$ cat src/hw/rtl/assert_macros.svh
// Assertion macros shared by the RTL of the region nesting op checker.
// Needs clk_i and rst_ni in the scope where a macro is used.
`ifndef ASSERT_MACROS_SVH
`define ASSERT_MACROS_SVH

// Checked only while out of reset.
`define RNOC_ASSERT(lbl, prop, msg) \
  lbl: assert property (@(posedge clk_i) disable iff (!rst_ni) prop) else $error(msg);

// Checked on every edge, reset included.
`define RNOC_ASSERT_ALWAYS(lbl, prop, msg) \
  lbl: assert property (@(posedge clk_i) prop) else $error(msg);

`endif

$ cat src/hw/rtl/rnoc_pkg.sv
// Shared constants and types of the region nesting op checker.
// No dependencies; imported by rnoc_ctrl, rnoc_dp and the top level.
`default_nettype none

package rnoc_pkg;

  localparam int unsigned STACK_DEPTH = 32;
  localparam int unsigned LVL_W       = $clog2(STACK_DEPTH + 1);
  localparam int unsigned IDX_W       = $clog2(STACK_DEPTH);

  localparam int unsigned IN_TDATA_W  = 32;
  localparam int unsigned IN_TUSER_W  = 4;
  localparam int unsigned OUT_TDATA_W = 24;

  typedef logic [1:0] marker_t;
  localparam marker_t MK_IF    = 2'd0;
  localparam marker_t MK_FOR   = 2'd1;
  localparam marker_t MK_WHILE = 2'd2;
  localparam marker_t MK_DEF   = 2'd3;

  typedef logic [3:0] mode_t;
  localparam mode_t MODE_IF        = 4'd0;
  localparam mode_t MODE_END_IF    = 4'd1;
  localparam mode_t MODE_FOR       = 4'd2;
  localparam mode_t MODE_END_FOR   = 4'd3;
  localparam mode_t MODE_WHILE     = 4'd4;
  localparam mode_t MODE_END_WHILE = 4'd5;
  localparam mode_t MODE_DEF       = 4'd6;
  localparam mode_t MODE_END_DEF   = 4'd7;
  localparam mode_t MODE_RETURN    = 4'd8;
  localparam mode_t MODE_CONST     = 4'd9;
  localparam mode_t MODE_BINOP     = 4'd10;
  localparam mode_t MODE_CMP       = 4'd11;
  localparam mode_t MODE_CALL      = 4'd12;
  localparam mode_t MODE_QUANTUM   = 4'd13;
  localparam mode_t MODE_OTHER     = 4'd14;
  localparam mode_t MODE_FINISH    = 4'd15;

  typedef logic [3:0] type_code_t;
  localparam type_code_t TY_INT   = 4'd0;
  localparam type_code_t TY_ANGLE = 4'd1;
  localparam type_code_t TY_BIT   = 4'd2;

  typedef logic [4:0] status_t;
  localparam status_t ST_OK           = 5'd0;
  localparam status_t ST_NO_TARGET    = 5'd1;
  localparam status_t ST_IF_COUNT     = 5'd2;
  localparam status_t ST_IF_TYPE      = 5'd3;
  localparam status_t ST_END_IF       = 5'd4;
  localparam status_t ST_FOR_COUNT    = 5'd5;
  localparam status_t ST_FOR_TYPE     = 5'd6;
  localparam status_t ST_END_FOR      = 5'd7;
  localparam status_t ST_END_WHILE    = 5'd8;
  localparam status_t ST_NESTED_DEF   = 5'd9;
  localparam status_t ST_END_DEF      = 5'd10;
  localparam status_t ST_RETURN       = 5'd11;
  localparam status_t ST_CONST        = 5'd12;
  localparam status_t ST_BINOP_COUNT  = 5'd13;
  localparam status_t ST_BINOP_TYPE   = 5'd14;
  localparam status_t ST_CMP_COUNT    = 5'd15;
  localparam status_t ST_CMP_TYPE     = 5'd16;
  localparam status_t ST_ARITY        = 5'd17;
  localparam status_t ST_UNPAIRED     = 5'd18;
  localparam status_t ST_OVERFLOW     = 5'd19;
  localparam status_t ST_DONE         = 5'd20;

  // Commands from the controller to the datapath.
  typedef struct packed {
    logic load;      // latch the accepted item
    logic exec;      // evaluate an ordinary item and emit its status
    logic fin_tgt;   // finish: target check, start the stack walk
    logic fin_walk;  // finish: emit one unpaired marker
    logic fin_done;  // finish: emit done, clear state
    logic walk_sel;  // memory read address follows the walk index
  } rnoc_cmd_t;

  // Status from the datapath to the controller.
  typedef struct packed {
    logic in_finish;   // item on the input is a finish item
    logic out_free;    // output register can take a result this cycle
    logic level_zero;  // no open markers
    logic walk_last;   // current walk entry is the top of the stack
  } rnoc_stat_t;

endpackage

`default_nettype wire

$ cat src/hw/rtl/region_nesting_op_checker_core.sv
// Region nesting op checker: checks a stream of summarized IR ops for
// well-formed region nesting and per-op rules, one result per ordinary op.
//
// Channels: s_axis takes one op per item (tuser = op kind, tdata = counts,
// type codes and expected arity). m_axis returns status items; tlast marks
// the final result of an input item. cfg_* writes the target-present flag;
// write it only while the block is idle (cfg_ready_o is always high).
// Sequencing: the accept edge latches an ordinary op and reads the top of
// the marker stack memory; once the output register is free, the op is
// evaluated and loads it. A finish item walks the stack one entry per cycle
// through the memory read port while the output register is free; its
// steps are accept, target check, one per open marker, then done. The
// output register lets the next item be accepted while a result still waits.
// Stall: when m_axis_tready is low the pending result holds and evaluation
// waits for the output register to free up; nothing is lost.
// Reset: rst_ni (async, active low) empties the stack, clears the function
// flag, op counter and target flag, and drops any pending result.
`default_nettype none

module region_nesting_op_checker_core (
  input  logic                                clk_i,
  input  logic                                rst_ni,
  // tdata: operand_count[3:0], result_count[7:4], first_operand_type[11:8],
  //        second_operand_type[15:12], first_result_type[19:16],
  //        expected_arity[24:20] (signed), zero pad [31:25]
  input  logic [rnoc_pkg::IN_TDATA_W-1:0]     s_axis_tdata,
  // tuser: mode[3:0]
  input  logic [rnoc_pkg::IN_TUSER_W-1:0]     s_axis_tuser,
  input  logic                                s_axis_tvalid,
  output logic                                s_axis_tready,
  // tdata: status_code[4:0], unpaired_marker[7:5], op_number[23:8]
  output logic [rnoc_pkg::OUT_TDATA_W-1:0]    m_axis_tdata,
  output logic                                m_axis_tlast,
  output logic                                m_axis_tvalid,
  input  logic                                m_axis_tready,
  input  logic                                cfg_valid_i,
  output logic                                cfg_ready_o,
  input  logic                                cfg_data_i
);
  import rnoc_pkg::*;

  rnoc_cmd_t  cmd;
  rnoc_stat_t stat;

  assign cfg_ready_o = 1'b1;

  rnoc_ctrl u_ctrl (
    .clk_i     (clk_i),
    .rst_ni    (rst_ni),
    .s_valid_i (s_axis_tvalid),
    .s_ready_o (s_axis_tready),
    .stat_i    (stat),
    .cmd_o     (cmd)
  );

  rnoc_dp u_dp (
    .clk_i       (clk_i),
    .rst_ni      (rst_ni),
    .cmd_i       (cmd),
    .stat_o      (stat),
    .s_tdata_i   (s_axis_tdata),
    .s_tuser_i   (s_axis_tuser),
    .cfg_valid_i (cfg_valid_i),
    .cfg_data_i  (cfg_data_i),
    .m_tready_i  (m_axis_tready),
    .m_tvalid_o  (m_axis_tvalid),
    .m_tdata_o   (m_axis_tdata),
    .m_tlast_o   (m_axis_tlast)
  );

endmodule

`default_nettype wire

$ cat src/hw/rtl/rnoc_ctrl.sv
// Controller state machine of the region nesting op checker.
// Depends on rnoc_pkg; drives rnoc_dp through rnoc_cmd_t.
`default_nettype none

module rnoc_ctrl (
  input  logic               clk_i,
  input  logic               rst_ni,
  input  logic               s_valid_i,
  output logic               s_ready_o,
  input  rnoc_pkg::rnoc_stat_t stat_i,
  output rnoc_pkg::rnoc_cmd_t  cmd_o
);
  import rnoc_pkg::*;

  localparam logic [2:0] S_IDLE     = 3'd0;
  localparam logic [2:0] S_EXEC     = 3'd1;
  localparam logic [2:0] S_FIN_TGT  = 3'd2;
  localparam logic [2:0] S_FIN_WALK = 3'd3;
  localparam logic [2:0] S_FIN_DONE = 3'd4;

  logic [2:0] state_q, state_d;

  always_comb begin
    state_d  = state_q;
    cmd_o    = '0;
    s_ready_o = 1'b0;
    unique case (state_q)
      S_IDLE: begin
        s_ready_o = 1'b1;
        if (s_valid_i) begin
          cmd_o.load = 1'b1;
          state_d    = stat_i.in_finish ? S_FIN_TGT : S_EXEC;
        end
      end
      S_EXEC: begin
        if (stat_i.out_free) begin
          cmd_o.exec = 1'b1;
          state_d    = S_IDLE;
        end
      end
      S_FIN_TGT: begin
        cmd_o.walk_sel = 1'b1;
        if (stat_i.out_free) begin
          cmd_o.fin_tgt = 1'b1;
          state_d       = stat_i.level_zero ? S_FIN_DONE : S_FIN_WALK;
        end
      end
      S_FIN_WALK: begin
        cmd_o.walk_sel = 1'b1;
        if (stat_i.out_free) begin
          cmd_o.fin_walk = 1'b1;
          if (stat_i.walk_last) begin
            state_d = S_FIN_DONE;
          end
        end
      end
      S_FIN_DONE: begin
        if (stat_i.out_free) begin
          cmd_o.fin_done = 1'b1;
          state_d        = S_IDLE;
        end
      end
      default: begin
        state_d = S_IDLE;
      end
    endcase
  end

  always_ff @(posedge clk_i or negedge rst_ni) begin
    if (!rst_ni) begin
      state_q <= S_IDLE;
    end else begin
      state_q <= state_d;
    end
  end

endmodule

`default_nettype wire

$ cat src/hw/rtl/rnoc_dp.sv
// Datapath of the region nesting op checker: marker stack memory, level,
// function flag, op counter, rule checks and the output register.
// Depends on rnoc_pkg and assert_macros.svh; commanded by rnoc_ctrl.
`default_nettype none
`include "assert_macros.svh"

module rnoc_dp (
  input  logic                                clk_i,
  input  logic                                rst_ni,
  input  rnoc_pkg::rnoc_cmd_t                 cmd_i,
  output rnoc_pkg::rnoc_stat_t                stat_o,
  input  logic [rnoc_pkg::IN_TDATA_W-1:0]     s_tdata_i,
  input  logic [rnoc_pkg::IN_TUSER_W-1:0]     s_tuser_i,
  input  logic                                cfg_valid_i,
  input  logic                                cfg_data_i,
  input  logic                                m_tready_i,
  output logic                                m_tvalid_o,
  output logic [rnoc_pkg::OUT_TDATA_W-1:0]    m_tdata_o,
  output logic                                m_tlast_o
);
  import rnoc_pkg::*;

  // Latched item
  mode_t      mode_q;
  logic [3:0] nops_q, nres_q;
  type_code_t t0_q, t1_q, tr_q;
  logic [4:0] arity_q;

  logic target_q;

  // Stack and state
  marker_t          stack_mem [STACK_DEPTH];
  marker_t          rd_q;
  logic [IDX_W-1:0] rd_addr;
  logic [LVL_W-1:0] level_q, level_d;
  logic [LVL_W-1:0] walk_q, walk_d;
  logic             in_fn_q, in_fn_d;
  logic [15:0]      op_cnt_q, op_cnt_d;

  // Output register
  logic        out_valid_q, out_valid_d;
  status_t     out_code_q, out_code_d;
  logic [2:0]  out_mk_q, out_mk_d;
  logic [15:0] out_num_q, out_num_d;
  logic        out_last_q, out_last_d;

  // Evaluation results
  status_t code;
  logic    do_push, do_pop, set_fn, clr_fn;
  marker_t push_mk;
  logic    full, top_if, top_for, top_while, top_def, has_top;
  logic    emit, out_free;

  assign full      = (level_q == LVL_W'(STACK_DEPTH));
  assign has_top   = (level_q != '0);
  assign top_if    = has_top && (rd_q == MK_IF);
  assign top_for   = has_top && (rd_q == MK_FOR);
  assign top_while = has_top && (rd_q == MK_WHILE);
  assign top_def   = has_top && (rd_q == MK_DEF);

  always_comb begin
    code    = ST_OK;
    do_push = 1'b0;
    do_pop  = 1'b0;
    set_fn  = 1'b0;
    clr_fn  = 1'b0;
    push_mk = MK_IF;
    unique case (mode_q)
      MODE_IF: begin
        push_mk = MK_IF;
        if (nops_q != 4'd1) begin
          code = ST_IF_COUNT;
        end else begin
          if (t0_q != TY_BIT && t0_q != TY_INT) code = ST_IF_TYPE;
          if (full) begin
            if (code == ST_OK) code = ST_OVERFLOW;
          end else begin
            do_push = 1'b1;
          end
        end
      end
      MODE_END_IF: begin
        if (top_if) do_pop = 1'b1;
        else        code   = ST_END_IF;
      end
      MODE_FOR: begin
        push_mk = MK_FOR;
        if (nops_q != 4'd2) begin
          code = ST_FOR_COUNT;
        end else begin
          if (t0_q != TY_INT || t1_q != TY_INT) code = ST_FOR_TYPE;
          if (full) begin
            if (code == ST_OK) code = ST_OVERFLOW;
          end else begin
            do_push = 1'b1;
          end
        end
      end
      MODE_END_FOR: begin
        if (top_for) do_pop = 1'b1;
        else         code   = ST_END_FOR;
      end
      MODE_WHILE: begin
        push_mk = MK_WHILE;
        if (full) code    = ST_OVERFLOW;
        else      do_push = 1'b1;
      end
      MODE_END_WHILE: begin
        if (top_while) do_pop = 1'b1;
        else           code   = ST_END_WHILE;
      end
      MODE_DEF: begin
        push_mk = MK_DEF;
        if (in_fn_q) code = ST_NESTED_DEF;
        if (!full) begin
          do_push = 1'b1;
          set_fn  = 1'b1;
        end else if (code == ST_OK) begin
          code = ST_OVERFLOW;
        end
      end
      MODE_END_DEF: begin
        if (top_def) begin
          do_pop = 1'b1;
          clr_fn = 1'b1;
        end else begin
          code = ST_END_DEF;
        end
      end
      MODE_RETURN: begin
        if (!in_fn_q) code = ST_RETURN;
      end
      MODE_CONST: begin
        if (nops_q != 4'd0 || nres_q != 4'd1) code = ST_CONST;
      end
      MODE_BINOP: begin
        if (nops_q != 4'd2 || nres_q != 4'd1) begin
          code = ST_BINOP_COUNT;
        end else if (t0_q != t1_q || (t0_q != TY_INT && t0_q != TY_ANGLE)) begin
          code = ST_BINOP_TYPE;
        end
      end
      MODE_CMP: begin
        if (nops_q != 4'd2 || nres_q != 4'd1) code = ST_CMP_COUNT;
        else if (tr_q != TY_BIT)               code = ST_CMP_TYPE;
      end
      MODE_QUANTUM: begin
        // negative arity means unchecked
        if (!arity_q[4] && nops_q != arity_q[3:0]) code = ST_ARITY;
      end
      default: begin
        code = ST_OK;
      end
    endcase
  end

  // Walk index and memory read address
  always_comb begin
    walk_d = walk_q;
    if (cmd_i.fin_tgt)       walk_d = '0;
    else if (cmd_i.fin_walk) walk_d = walk_q + LVL_W'(1);
  end

  assign rd_addr = cmd_i.walk_sel ? walk_d[IDX_W-1:0]
                                  : IDX_W'(level_q - LVL_W'(1));

  // State updates
  always_comb begin
    level_d  = level_q;
    in_fn_d  = in_fn_q;
    op_cnt_d = op_cnt_q;
    if (cmd_i.exec) begin
      if (do_push)     level_d = level_q + LVL_W'(1);
      else if (do_pop) level_d = level_q - LVL_W'(1);
      if (set_fn)      in_fn_d = 1'b1;
      else if (clr_fn) in_fn_d = 1'b0;
      op_cnt_d = op_cnt_q + 16'd1;
    end else if (cmd_i.fin_done) begin
      level_d  = '0;
      in_fn_d  = 1'b0;
      op_cnt_d = '0;
    end
  end

  // Output register
  assign out_free = !out_valid_q || m_tready_i;
  assign emit = cmd_i.exec || (cmd_i.fin_tgt && !target_q) || cmd_i.fin_walk ||
                cmd_i.fin_done;

  always_comb begin
    out_code_d = out_code_q;
    out_mk_d   = out_mk_q;
    out_num_d  = out_num_q;
    out_last_d = out_last_q;
    if (cmd_i.exec) begin
      out_code_d = code;
      out_mk_d   = '0;
      out_last_d = 1'b1;
    end else if (cmd_i.fin_tgt) begin
      out_code_d = ST_NO_TARGET;
      out_mk_d   = '0;
      out_last_d = 1'b0;
    end else if (cmd_i.fin_walk) begin
      out_code_d = ST_UNPAIRED;
      out_mk_d   = {1'b0, rd_q} + 3'd1;
      out_last_d = 1'b0;
    end else if (cmd_i.fin_done) begin
      out_code_d = ST_DONE;
      out_mk_d   = '0;
      out_last_d = 1'b1;
    end
    if (emit) out_num_d = op_cnt_q;
    if (emit)            out_valid_d = 1'b1;
    else if (m_tready_i) out_valid_d = 1'b0;
    else                 out_valid_d = out_valid_q;
  end

  always_ff @(posedge clk_i or negedge rst_ni) begin
    if (!rst_ni) begin
      level_q     <= '0;
      in_fn_q     <= 1'b0;
      op_cnt_q    <= '0;
      target_q    <= 1'b0;
      out_valid_q <= 1'b0;
      walk_q      <= '0;
    end else begin
      level_q     <= level_d;
      in_fn_q     <= in_fn_d;
      op_cnt_q    <= op_cnt_d;
      out_valid_q <= out_valid_d;
      walk_q      <= walk_d;
      if (cfg_valid_i) target_q <= cfg_data_i;
    end
  end

  // Payload registers
  always_ff @(posedge clk_i) begin
    if (cmd_i.load) begin
      mode_q  <= s_tuser_i[3:0];
      nops_q  <= s_tdata_i[3:0];
      nres_q  <= s_tdata_i[7:4];
      t0_q    <= s_tdata_i[11:8];
      t1_q    <= s_tdata_i[15:12];
      tr_q    <= s_tdata_i[19:16];
      arity_q <= s_tdata_i[24:20];
    end
    out_code_q <= out_code_d;
    out_mk_q   <= out_mk_d;
    out_num_q  <= out_num_d;
    out_last_q <= out_last_d;
  end

  // Marker stack memory
  always_ff @(posedge clk_i) begin
    if (cmd_i.exec && do_push) begin
      stack_mem[level_q[IDX_W-1:0]] <= push_mk;
    end
    rd_q <= stack_mem[rd_addr];
  end

  assign stat_o.in_finish  = (s_tuser_i[3:0] == MODE_FINISH);
  assign stat_o.out_free   = out_free;
  assign stat_o.level_zero = !has_top;
  assign stat_o.walk_last  = ((walk_q + LVL_W'(1)) == level_q);

  assign m_tvalid_o = out_valid_q;
  assign m_tdata_o  = {out_num_q, out_mk_q, out_code_q};
  assign m_tlast_o  = out_last_q;

  `RNOC_ASSERT(a_level_range, (level_q <= LVL_W'(STACK_DEPTH)), "stack level past depth")
  `RNOC_ASSERT(a_emit_slot_free, (emit |-> (!out_valid_q || m_tready_i)), "result overwrites pending result")
  `RNOC_ASSERT(a_fn_has_marker, (in_fn_q |-> (level_q != '0)), "function open with empty stack")

endmodule

`default_nettype wire

$ cat config.mk
export PLATFORM = sky130hd
export DESIGN_NAME = region_nesting_op_checker_core
export DESIGN_NICKNAME = d
export VERILOG_FILES = /design/src/hw/rtl/rnoc_pkg.sv /design/src/hw/rtl/region_nesting_op_checker_core.sv /design/src/hw/rtl/rnoc_ctrl.sv /design/src/hw/rtl/rnoc_dp.sv
export VERILOG_INCLUDE_DIRS = /design/src /design/src/hw/rtl
export SDC_FILE = /design/constraint.sdc
export NUM_CORES = 1
export LEC_CHECK = 0
export CAP_MARGIN = 20
export CORE_ASPECT_RATIO = 1.1
export CORE_MARGIN = 1
export CORE_UTILIZATION = 57
export DETAILED_ROUTE_END_ITERATION = 6
export DONT_BUFFER_PORTS = 1
export PLACE_DENSITY = 0.69
export SLEW_MARGIN = 40
export SYNTH_ARGS = -nofsm -noshare
export SYNTH_HDL_FRONTEND = slang
export SYNTH_SLANG_ARGS = --single-unit
$ cat constraint.sdc
create_clock -name clk_i -period 3.34 [get_ports clk_i]
set_input_delay 0 -clock clk_i [delete_from_list [all_inputs] [get_ports clk_i]]
set_output_delay 0 -clock clk_i [all_outputs]
set_load 0.005 [all_outputs]
==> results of run 1 <==
## worst paths after layout
kind / startpoint / endpoint / cells past startpoint
worst max-delay path: u_ctrl.state_q[2] / u_dp.rd_q[0] / 8
worst min-delay path: rst_ni / u_dp.op_cnt_q[1] / 2
worst max register to register: u_ctrl.state_q[2] / u_dp.rd_q[0] / 8
worst min register to register: u_dp.m_tlast_o / u_dp.m_tlast_o / 2
max in group asynchronous: rst_ni / u_dp.level_q[4] / 2
min in group clk_i: s_axis_tvalid / u_ctrl.state_q[0] / 3
## synth_stat cells, drive strengths merged, types with 3 or more instances
master / count / area [sq um]
ha: 11 / 137.6
o21a: 3 / 22.52
a211oi: 3 / 22.52
a31oi: 5 / 31.28
or4: 3 / 22.52
o31ai: 7 / 57.55
nor2b: 9 / 56.30
nor3: 14 / 75.07
o21ai: 45 / 236.5
and2: 4 / 25.03
nand2b: 9 / 56.30
nand4: 11 / 68.82
nor4: 3 / 18.77
inv: 11 / 41.29
xor2: 6 / 52.55
a22oi: 7 / 52.55
clkbuf: 20 / 75.07
nor2: 70 / 265.3
a21oi: 13 / 68.82
edfxtp: 114 / 3423
buf: 10 / 75.07
dfxtp: 6 / 120.1
or3: 4 / 25.02
mux4: 9 / 206.5
nand3: 24 / 120.1
a22o: 4 / 35.03
mux2: 18 / 206.4
a21o: 4 / 30.03
and3: 10 / 62.56
o22ai: 4 / 25.02
dfrtp: 34 / 850.8
nand2: 52 / 195.2
a32oi: 3 / 26.28
xnor2: 12 / 105.1
mux2i: 18 / 180.2
## worst reg2reg max path, stage by stage (launching register included)
cell	delay (ns)
dfrtp_1	0.59
nand2b_1	0.45
nand2_1	0.17
o21ai_4	0.10
buf_12	0.23
mux4_1	0.59
mux2_2	0.29
o22ai_1	0.15
nor2_1	0.07
## flip-flops by register name (all words and copies together), names as in the netlist, 5 cells and up
signal,count
u_dp.stack_mem,64
u_dp.op_cnt_q,16
u_dp.out_num_q,16
u_dp.level_q,6
u_dp.walk_q,6
u_dp.arity_q,5
u_dp.out_code_q,5
## per-stage QoR
stage / setup WS, ns / cells
detailed placement: 0.6231 / 754
global placement: 0.6897 / 754
floorplan: 0.8571 / 610
CTS: 0.6129 / 821
finish: 0.6017 / 821
global route: 0.4847 / 821
## cells by family after synthesis
logic type | after synthesis
muxes | 45
and+or+nand+nor | 223
DFF | 154
other | 1
adders and majority gates | 11
xor gates and xnor gates | 18
AOI/OAI and AO/OA | 117
buffers and inverters | 41
## metal layers
| layer | wire length [microns] | part of all wire, % | track usage (%) |
|---|---|---|---|
| met2 | 7489 | 49 | 40.04 |
| met4 | 284 | 1.9 | 9.375 |
| met1 | 6347 | 42 | 32.56 |
| met5 | 0 | 0 | 0 |
| met3 | 1049 | 6.9 | 6.874 |
## power groups by stage
stage / logic [mW] / registers (mW) / clock network [mW]
after floorplan: 1.79 / 2.65 / 0
after global placement: 2.27 / 2.73 / 0
after detailed placement: 2.32 / 2.73 / 0
after CTS: 2.38 / 2.70 / 1.87
after global routing: 2.62 / 2.74 / 1.95
final: 2.40 / 2.70 / 1.85
## area by class of cell
| type | instances | area (sq um) | area share, % |
|---|---|---|---|
| clock inverters | 11 | 123.9 | 1.463 |
| flip-flops and latches | 154 | 4394 | 51.91 |
| repair buffers | 52 | 500.5 | 5.913 |
| multi-input cells | 415 | 2758 | 32.58 |
| clock buffers | 21 | 450.4 | 5.322 |
| well taps | 157 | 196.4 | 2.321 |
| inverters | 11 | 41.29 | 0.4878 |
## timing repair
item | in CTS | in global routing
hold buffers | 35 | 0
endpoints found under the hold margin | 68 | 0
buffers inserted | 0 | 0
==> reports/qor.yml, run 1 <==
outcome: "completed"
final_cell_mix: "edfxtp_1 (114), nor2_1 (69), nand2_1 (52)"
synthAdderAreaFrac_pct: 1.876
hpwl_microns: 9818
cp_top_family: "multiplexers"
powerDensity_mw_per_mm2: 820.5
cp.required_ns: 3.65
grt_setup_unrepaired: "false"
clkTransAtPathRegs_ns: 0.06
maxSlewViolCount: 0
postSynthAreaPerCell_sq_um: 12.02
synth_compound_area_share_pct: 10.54
max_freq_mhz: 365.2
leakage_nw: 3.079
synthCells: 610
place_congestion: 0.8811
irDropWorstVdd_uv: 514.7
nets: 704
final_common_cell: "edfxtp_1"
end_kind: "register"
cts_root_buffer: "clkbuf_16"
grt_pass1_vias: 4890
yosysWarnings: 0
slowest_stage: "dfrtp_1"
synthFlopType: "edfxtp_1"
num_vias: 5026
synth-async-reset-ratio_pct: 22.08
antenna_found_initial: 0
routed_wl_microns: 15170
first_pass_iters: 5
grt_start_max_net_pins: 35
slew_headroom_pct: 59.38
synth_area_sq_mm: 0.007335
p_seq_share_pct: 38.9
area_delta_synth_final_pct: 15.40
wl_per_cell_microns: 18.48
synth-xor-area-share_pct: 2.149
cp.arrival_ns: 3.05
period_minus_slack_ns: 2.738
synth_top_family_by_area: "simple AND/OR/NAND/NOR gates"
worst_setup_path_start_kind: "register"
fin_util_pct: 67.23
clk_path_buf_depth: 2
antenna_cells: 0
numCtsBuffers: 17
place_area_sq_mm: 0.007526
stdcell_area_sq_mm: 0.008464
synth.yosys.seq_area_share_pct: 59.91
total_power_mw: 6.945
core_sq_mm: 0.01259
track_usage_pct: 25.06
p_sw_mw: 2.388
intPower_mw: 4.557
muxShareOfSynthArea_pct: 8.086
hold_class: "primary input to asynchronous set/reset pin"
ctsResizeCount: 0
timing.hold.ws_ns: 0.01439
hold_violations: 0
regToRegSetupSlack_ns: 0.60
ys_ff_latch: 154
die_area_sq_mm: 0.01333
cp_max_fo: 24
pwr-share-clk_pct: 26.6
fp-row-count: 43
fill_cells: 954
finalSetupViolCount: 0
drc: 0
drt_iter0_drc: 396
skew_ns: 0.007725
io_buffer_count: 0
synthSimpleGateAreaFrac_pct: 14.77
worstMarginPinSlew_ns: 0.6077
cp_cell_sequence: "nand2b_1, nand2_1, o21ai_4, buf_12, mux4_1, mux2_2, o22ai_1, nor2_1"
synth_nets: 663
io_pins: 70
insertion_delay_ns: 0.43
grt.overflow.total: 0
ys_types: 72
synth-edff-count: 114
die_h_microns: 121.0
grt_first_pass_wirelength_microns: 24570
post-route-period-util_pct: 81.98
critical_path_buf_inv_count: 1
netSwitchingFraction_pct: 34.38
htreeDepth: 4
ant_nets: 0
cts_num_sinks: 154
drv_cap: 0
fp.dieW_microns: 110.2
pwr-share-comb_pct: 34.5
cts_tree: "built"
drive_gt1_share_pct: 12.50
critPathMaxStageDelay_ns: 0.59
critPathKind: "register to register"
initial_core_util_pct: 58.26
viasPerCell: 6.122
setup_tns_ns: 0
No activity file was read; power rests on OpenSTA's default activity.
==> run 2, diff against run 1 <==
Clock period 3.34 ns to 2.55 ns, I/O delays scaled along.
==> reports/qor.yml, run 2 (synthesis results as in run 1) <==
numCtsBuffers: 17
pwr-share-comb_pct: 36.8
period_minus_slack_ns: 2.415
place_congestion: 0.8883
antenna_found_initial: 0
fp-row-count: 43
worst_setup_path_start_kind: "register"
die_area_sq_mm: 0.01333
drt_iter0_drc: 486
intPower_mw: 6.402
wl_per_cell_microns: 19.25
initial_core_util_pct: 58.26
nets: 736
cp_cell_sequence: "nand2b_4, mux2_4, o21ai_4, buf_12, mux4_2, mux2_2, o22ai_2, nor2_1"
place_ws_ns: -0.05706
p_sw_mw: 3.265
skew_ns: 0.009892
pwr-share-clk_pct: 27.0
critPathMaxStageDelay_ns: 0.52
powerDensity_mw_per_mm2: 1099
max_freq_mhz: 414.1
place_area_sq_mm: 0.007751
drv_cap: 0
drc: 0
io_buffer_count: 0
r2r_end: "u_dp.rd_q[0]"
final_cell_mix: "edfxtp_1 (114), nor2_1 (68), nand2_1 (52)"
slew_headroom_pct: 62.90
setup_tns_ns: 0
fp.dieW_microns: 110.2
fin_ws_ns: 0.1354
viasPerCell: 6.138
p_seq_share_pct: 36.2
total_power_mw: 9.666
fin_util_pct: 69.87
htreeDepth: 4
stdcell_count: 853
track_usage_pct: 26.97
num_vias: 5236
end_kind: "register"
hold_class: "primary input to asynchronous set/reset pin"
clk_path_buf_depth: 2
cts_tree: "built"
routed_wl_microns: 16420
outcome: "completed"
core_sq_mm: 0.01259
post-route-period-util_pct: 94.69
antenna_cells: 0
clkTransAtPathRegs_ns: 0.06
stdcell_area_sq_mm: 0.008796
cp.arrival_ns: 2.73
hpwl_microns: 10760
cts_num_sinks: 154
insertion_delay_ns: 0.43
grt_setup_unrepaired: "false"
leakage_nw: 3.277
grt_first_pass_wirelength_microns: 26360
grt_start_max_net_pins: 35
maxSlewViolCount: 0
cp.required_ns: 2.87
timing.hold.ws_ns: 0.01701
cts_root_buffer: "clkbuf_16"
first_pass_iters: 5
r2r-start: "u_dp.m_tvalid_o"
grt.overflow.total: 0
netSwitchingFraction_pct: 33.77
ant_nets: 0
hold_violations: 0
irDropWorstVdd_uv: 666.5
largest_reg_flops: 64
critPathKind: "register to register"
grt_pass1_vias: 5257
final_common_cell: "edfxtp_1"
finalSetupViolCount: 0
worstMarginPinSlew_ns: 0.5514
die_h_microns: 121.0
regToRegSetupSlack_ns: 0.14
drive_gt1_share_pct: 17.39
cp_max_fo: 16
reg2reg_depth: 8
area_delta_synth_final_pct: 19.93
slowest_stage: "mux4_2"
dpl.cell_count: 784
io_pins: 70
fill_cells: 928
run 2: changes by cell type in the layout (fill, tap and decap cells not counted), sizes merged:
cell	previous run	this run
clkinvlp	5	2
clkbuf	21	19
buf	18	50
bufinv	2	4
clkinv	4	6
inv	11	12
run 2: timing repair:
item	in CTS	in global routing
gates resized for setup	4	13
buffers inserted	1	0
hold endpoints to repair	66	1
gates cloned	1	0
setup endpoints to repair	1	58
pin swaps	0	3
hold buffers	34	1
run 2: power groups by stage:
stage	Combinational [mW]	Clock (mW)	Sequential [mW]
detailed placement	3.30	0	3.54
floorplan	2.34	0	3.47
CTS	3.42	2.61	3.49
finish	3.56	2.61	3.50
global placement	3.23	0	3.53
global route	3.89	2.73	3.54
run 2: how the worst max path moves through the flow:
stage / start / end / slack [ns] / cells past startpoint
2_1_floorplan: u_dp.level_q[0] / u_dp.rd_q[0] / 0.07 / 10
3_5_place_dp: u_dp.walk_q[1] / u_dp.rd_q[0] / -0.06 / 9
5_1_grt: u_dp.m_tvalid_o / u_dp.rd_q[0] / 0.01 / 8
6_report: u_dp.m_tvalid_o / u_dp.rd_q[0] / 0.14 / 8
3_3_place_gp: u_dp.walk_q[1] / u_dp.rd_q[0] / 0.05 / 9
4_1_cts: u_dp.walk_q[1] / u_dp.rd_q[1] / 0.02 / 9
run 2: final cells by class:
class | count | area, sq um | area share (%)
inverters | 11 | 41.29 | 0.4694
well taps | 157 | 196.4 | 2.233
multi-input cells | 415 | 2805 | 31.89
clock inverters | 13 | 173.9 | 1.977
repair buffers | 84 | 752.0 | 8.549
clock buffers | 19 | 432.9 | 4.922
flip-flops and latches | 154 | 4394 | 49.96
run 2: critical path, delay by kind of cell (launching register included):
| kind | cells | cell delay [ns] |
|---|---|---|
| AOI/OAI and AO/OA | 2 | 0.34 |
| buffers and inverters | 1 | 0.20 |
| DFF | 1 | 0.43 |
| muxes | 3 | 1.12 |
| and+or+nand+nor | 2 | 0.19 |
run 2: metal layers:
metal  track usage (%)  up-vias  share of wire, %
met3             6.122       27               5.6
met1             34.18     2576                41
met4             9.539        0               1.7
li1                  -     2438                 -
met2             45.27      195                52
met5                 0        -                 0
==> run 3, diff against run 2 <==
Settings changed: CELL_PAD_IN_SITES_DETAIL_PLACEMENT from default to 1, CELL_PAD_IN_SITES_GLOBAL_PLACEMENT from default to 1, CORE_UTILIZATION 57 to 51, PLACE_DENSITY 0.69 to 0.76.
==> reports/qor.yml, run 3 (synthesis results as in run 1) <==
critical_path_buf_inv_count: 0
final_cell_mix: "edfxtp_1 (114), nor2_1 (69), nand2_1 (52)"
slowest_stage: "or4b_4"
track_usage_pct: 29.13
pwr-share-comb_pct: 37.0
grt_pass1_vias: 5788
cp_cell_sequence: "or4b_4, nor2_4, o311ai_2, or4_1, a21oi_2, xor2_1, and2_1"
cp_top_family: "simple AND/OR/NAND/NOR gates"
stdcell_count: 882
slew_headroom_pct: 57.99
fp.dieW_microns: 116.3
maxSlewViolCount: 0
largest_reg_flops: 64
drv_cap: 0
netSwitchingFraction_pct: 35.95
cts_tree: "built"
p_sw_mw: 3.557
powerDensity_mw_per_mm2: 1121
first_pass_iters: 4
intPower_mw: 6.337
drc: 0
hold_violations: 0
p_seq_share_pct: 35.7
nets: 734
setup_tns_ns: 0
end_kind: "register"
fill_cells: 1390
fp-row-count: 45
io_pins: 70
drive_gt1_share_pct: 16.86
critPathMaxStageDelay_ns: 0.59
total_power_mw: 9.894
max_freq_mhz: 406.9
irDropWorstVdd_uv: 662.2
num_vias: 5368
io_buffer_count: 0
clk_path_buf_depth: 2
numCtsBuffers: 17
routed_wl_microns: 20870
hpwl_microns: 12620
grt_first_pass_wirelength_microns: 31490
leakage_nw: 3.276
fin_util_pct: 63.45
grt.overflow.total: 0
grt_setup_unrepaired: "false"
viasPerCell: 6.086
antenna_found_initial: 0
pwr-share-clk_pct: 27.3
die_area_sq_mm: 0.01487
final_common_cell: "edfxtp_1"
finalSetupViolCount: 0
worst_setup_path_start_kind: "register"
place_ws_ns: 0.03196
fin_ws_ns: 0.09256
critPathKind: "register to register"
initial_core_util_pct: 52.74
htreeDepth: 4
dpl.cell_count: 814
cp.arrival_ns: 2.83
skew_ns: 0.008903
die_h_microns: 127.8
wl_per_cell_microns: 23.66
cts_root_buffer: "clkbuf_16"
ant_nets: 0
outcome: "completed"
core_sq_mm: 0.01391
post-route-period-util_pct: 96.37
insertion_delay_ns: 0.43
cts_num_sinks: 154
cp.required_ns: 2.92
antenna_cells: 0
hold_class: "primary input to asynchronous set/reset pin"
worstMarginPinSlew_ns: 0.6244
area_delta_synth_final_pct: 20.30
drt_iter0_drc: 345
grt_start_max_net_pins: 35
clkTransAtPathRegs_ns: 0.07
place_congestion: 0.8527
period_minus_slack_ns: 2.457
cp_max_fo: 4
## run 3: changes by cell type in the layout (fill, tap and decap cells not counted), sizes merged
cell / change
bufinv: -1
clkbuf: +2
dlygate4sd3: -1
clkinv: -4
buf: -2
inv: +4
## run 3: what timing repair did
item                                    in CTS  in global routing
gates resized for setup                      0                  9
buffers inserted                             0                  1
endpoints found under the setup margin       0                  7
hold endpoints to repair                    66                  0
hold buffers                                34                  0
## run 3: worst paths after layout
kind	from	to	slack [ns]	cells after the start
worst max-delay path	u_dp.nops_q[3]	u_dp.level_q[5]	0.09	7
worst min-delay path	rst_ni	u_dp.op_cnt_q[9]	0.02	2
worst max register to register	u_dp.nops_q[3]	u_dp.level_q[5]	0.09	7
worst min register to register	u_dp.m_tlast_o	u_dp.m_tlast_o	0.49	2
max in group asynchronous	rst_ni	u_dp.level_q[4]	2.33	2
min in group clk_i	m_axis_tready	u_dp.m_tvalid_o	0.02	3
## run 3: power by group through the flow
stage                     clock, mW  combinational (mW)  sequential (mW)
final                          2.70                3.66             3.54
after global routing           2.82                3.93             3.57
after CTS                      2.68                3.54             3.50
after detailed placement          0                3.43             3.54
after global placement            0                3.31             3.52
after floorplan                   0                2.34             3.47
## run 3: area by class of cell
type	instances	area, sq um	area share, %
well taps	188	235.2	2.666
flip-flops and latches	154	4394	49.80
multi-input cells	415	2778	31.48
inverters	11	41.29	0.4680
clock buffers	20	466.7	5.289
repair buffers	82	752.0	8.522
clock inverters	12	156.4	1.773
## run 3: per-stage QoR
step                      hold WS [ns]  cell area (sq um)
after floorplan                -0.2956               7335
after global placement         -0.2949               7807
after detailed placement       -0.2950               7807
after CTS                     0.004322               8781
after global routing           0.03374               8823
final                          0.01869               8823
## run 3: layer usage
layer | share of wire, % | vias to the layer above | routed length [microns] | global-route usage [%]
li1 | - | 2427 | - | -
met3 | 4.9 | 34 | 1014 | 5.721
met1 | 39 | 2747 | 8132 | 33.93
met4 | 2.1 | 0 | 438 | 12.59
met2 | 54 | 160 | 11280 | 51.62
met5 | 0 | - | 0 | 0
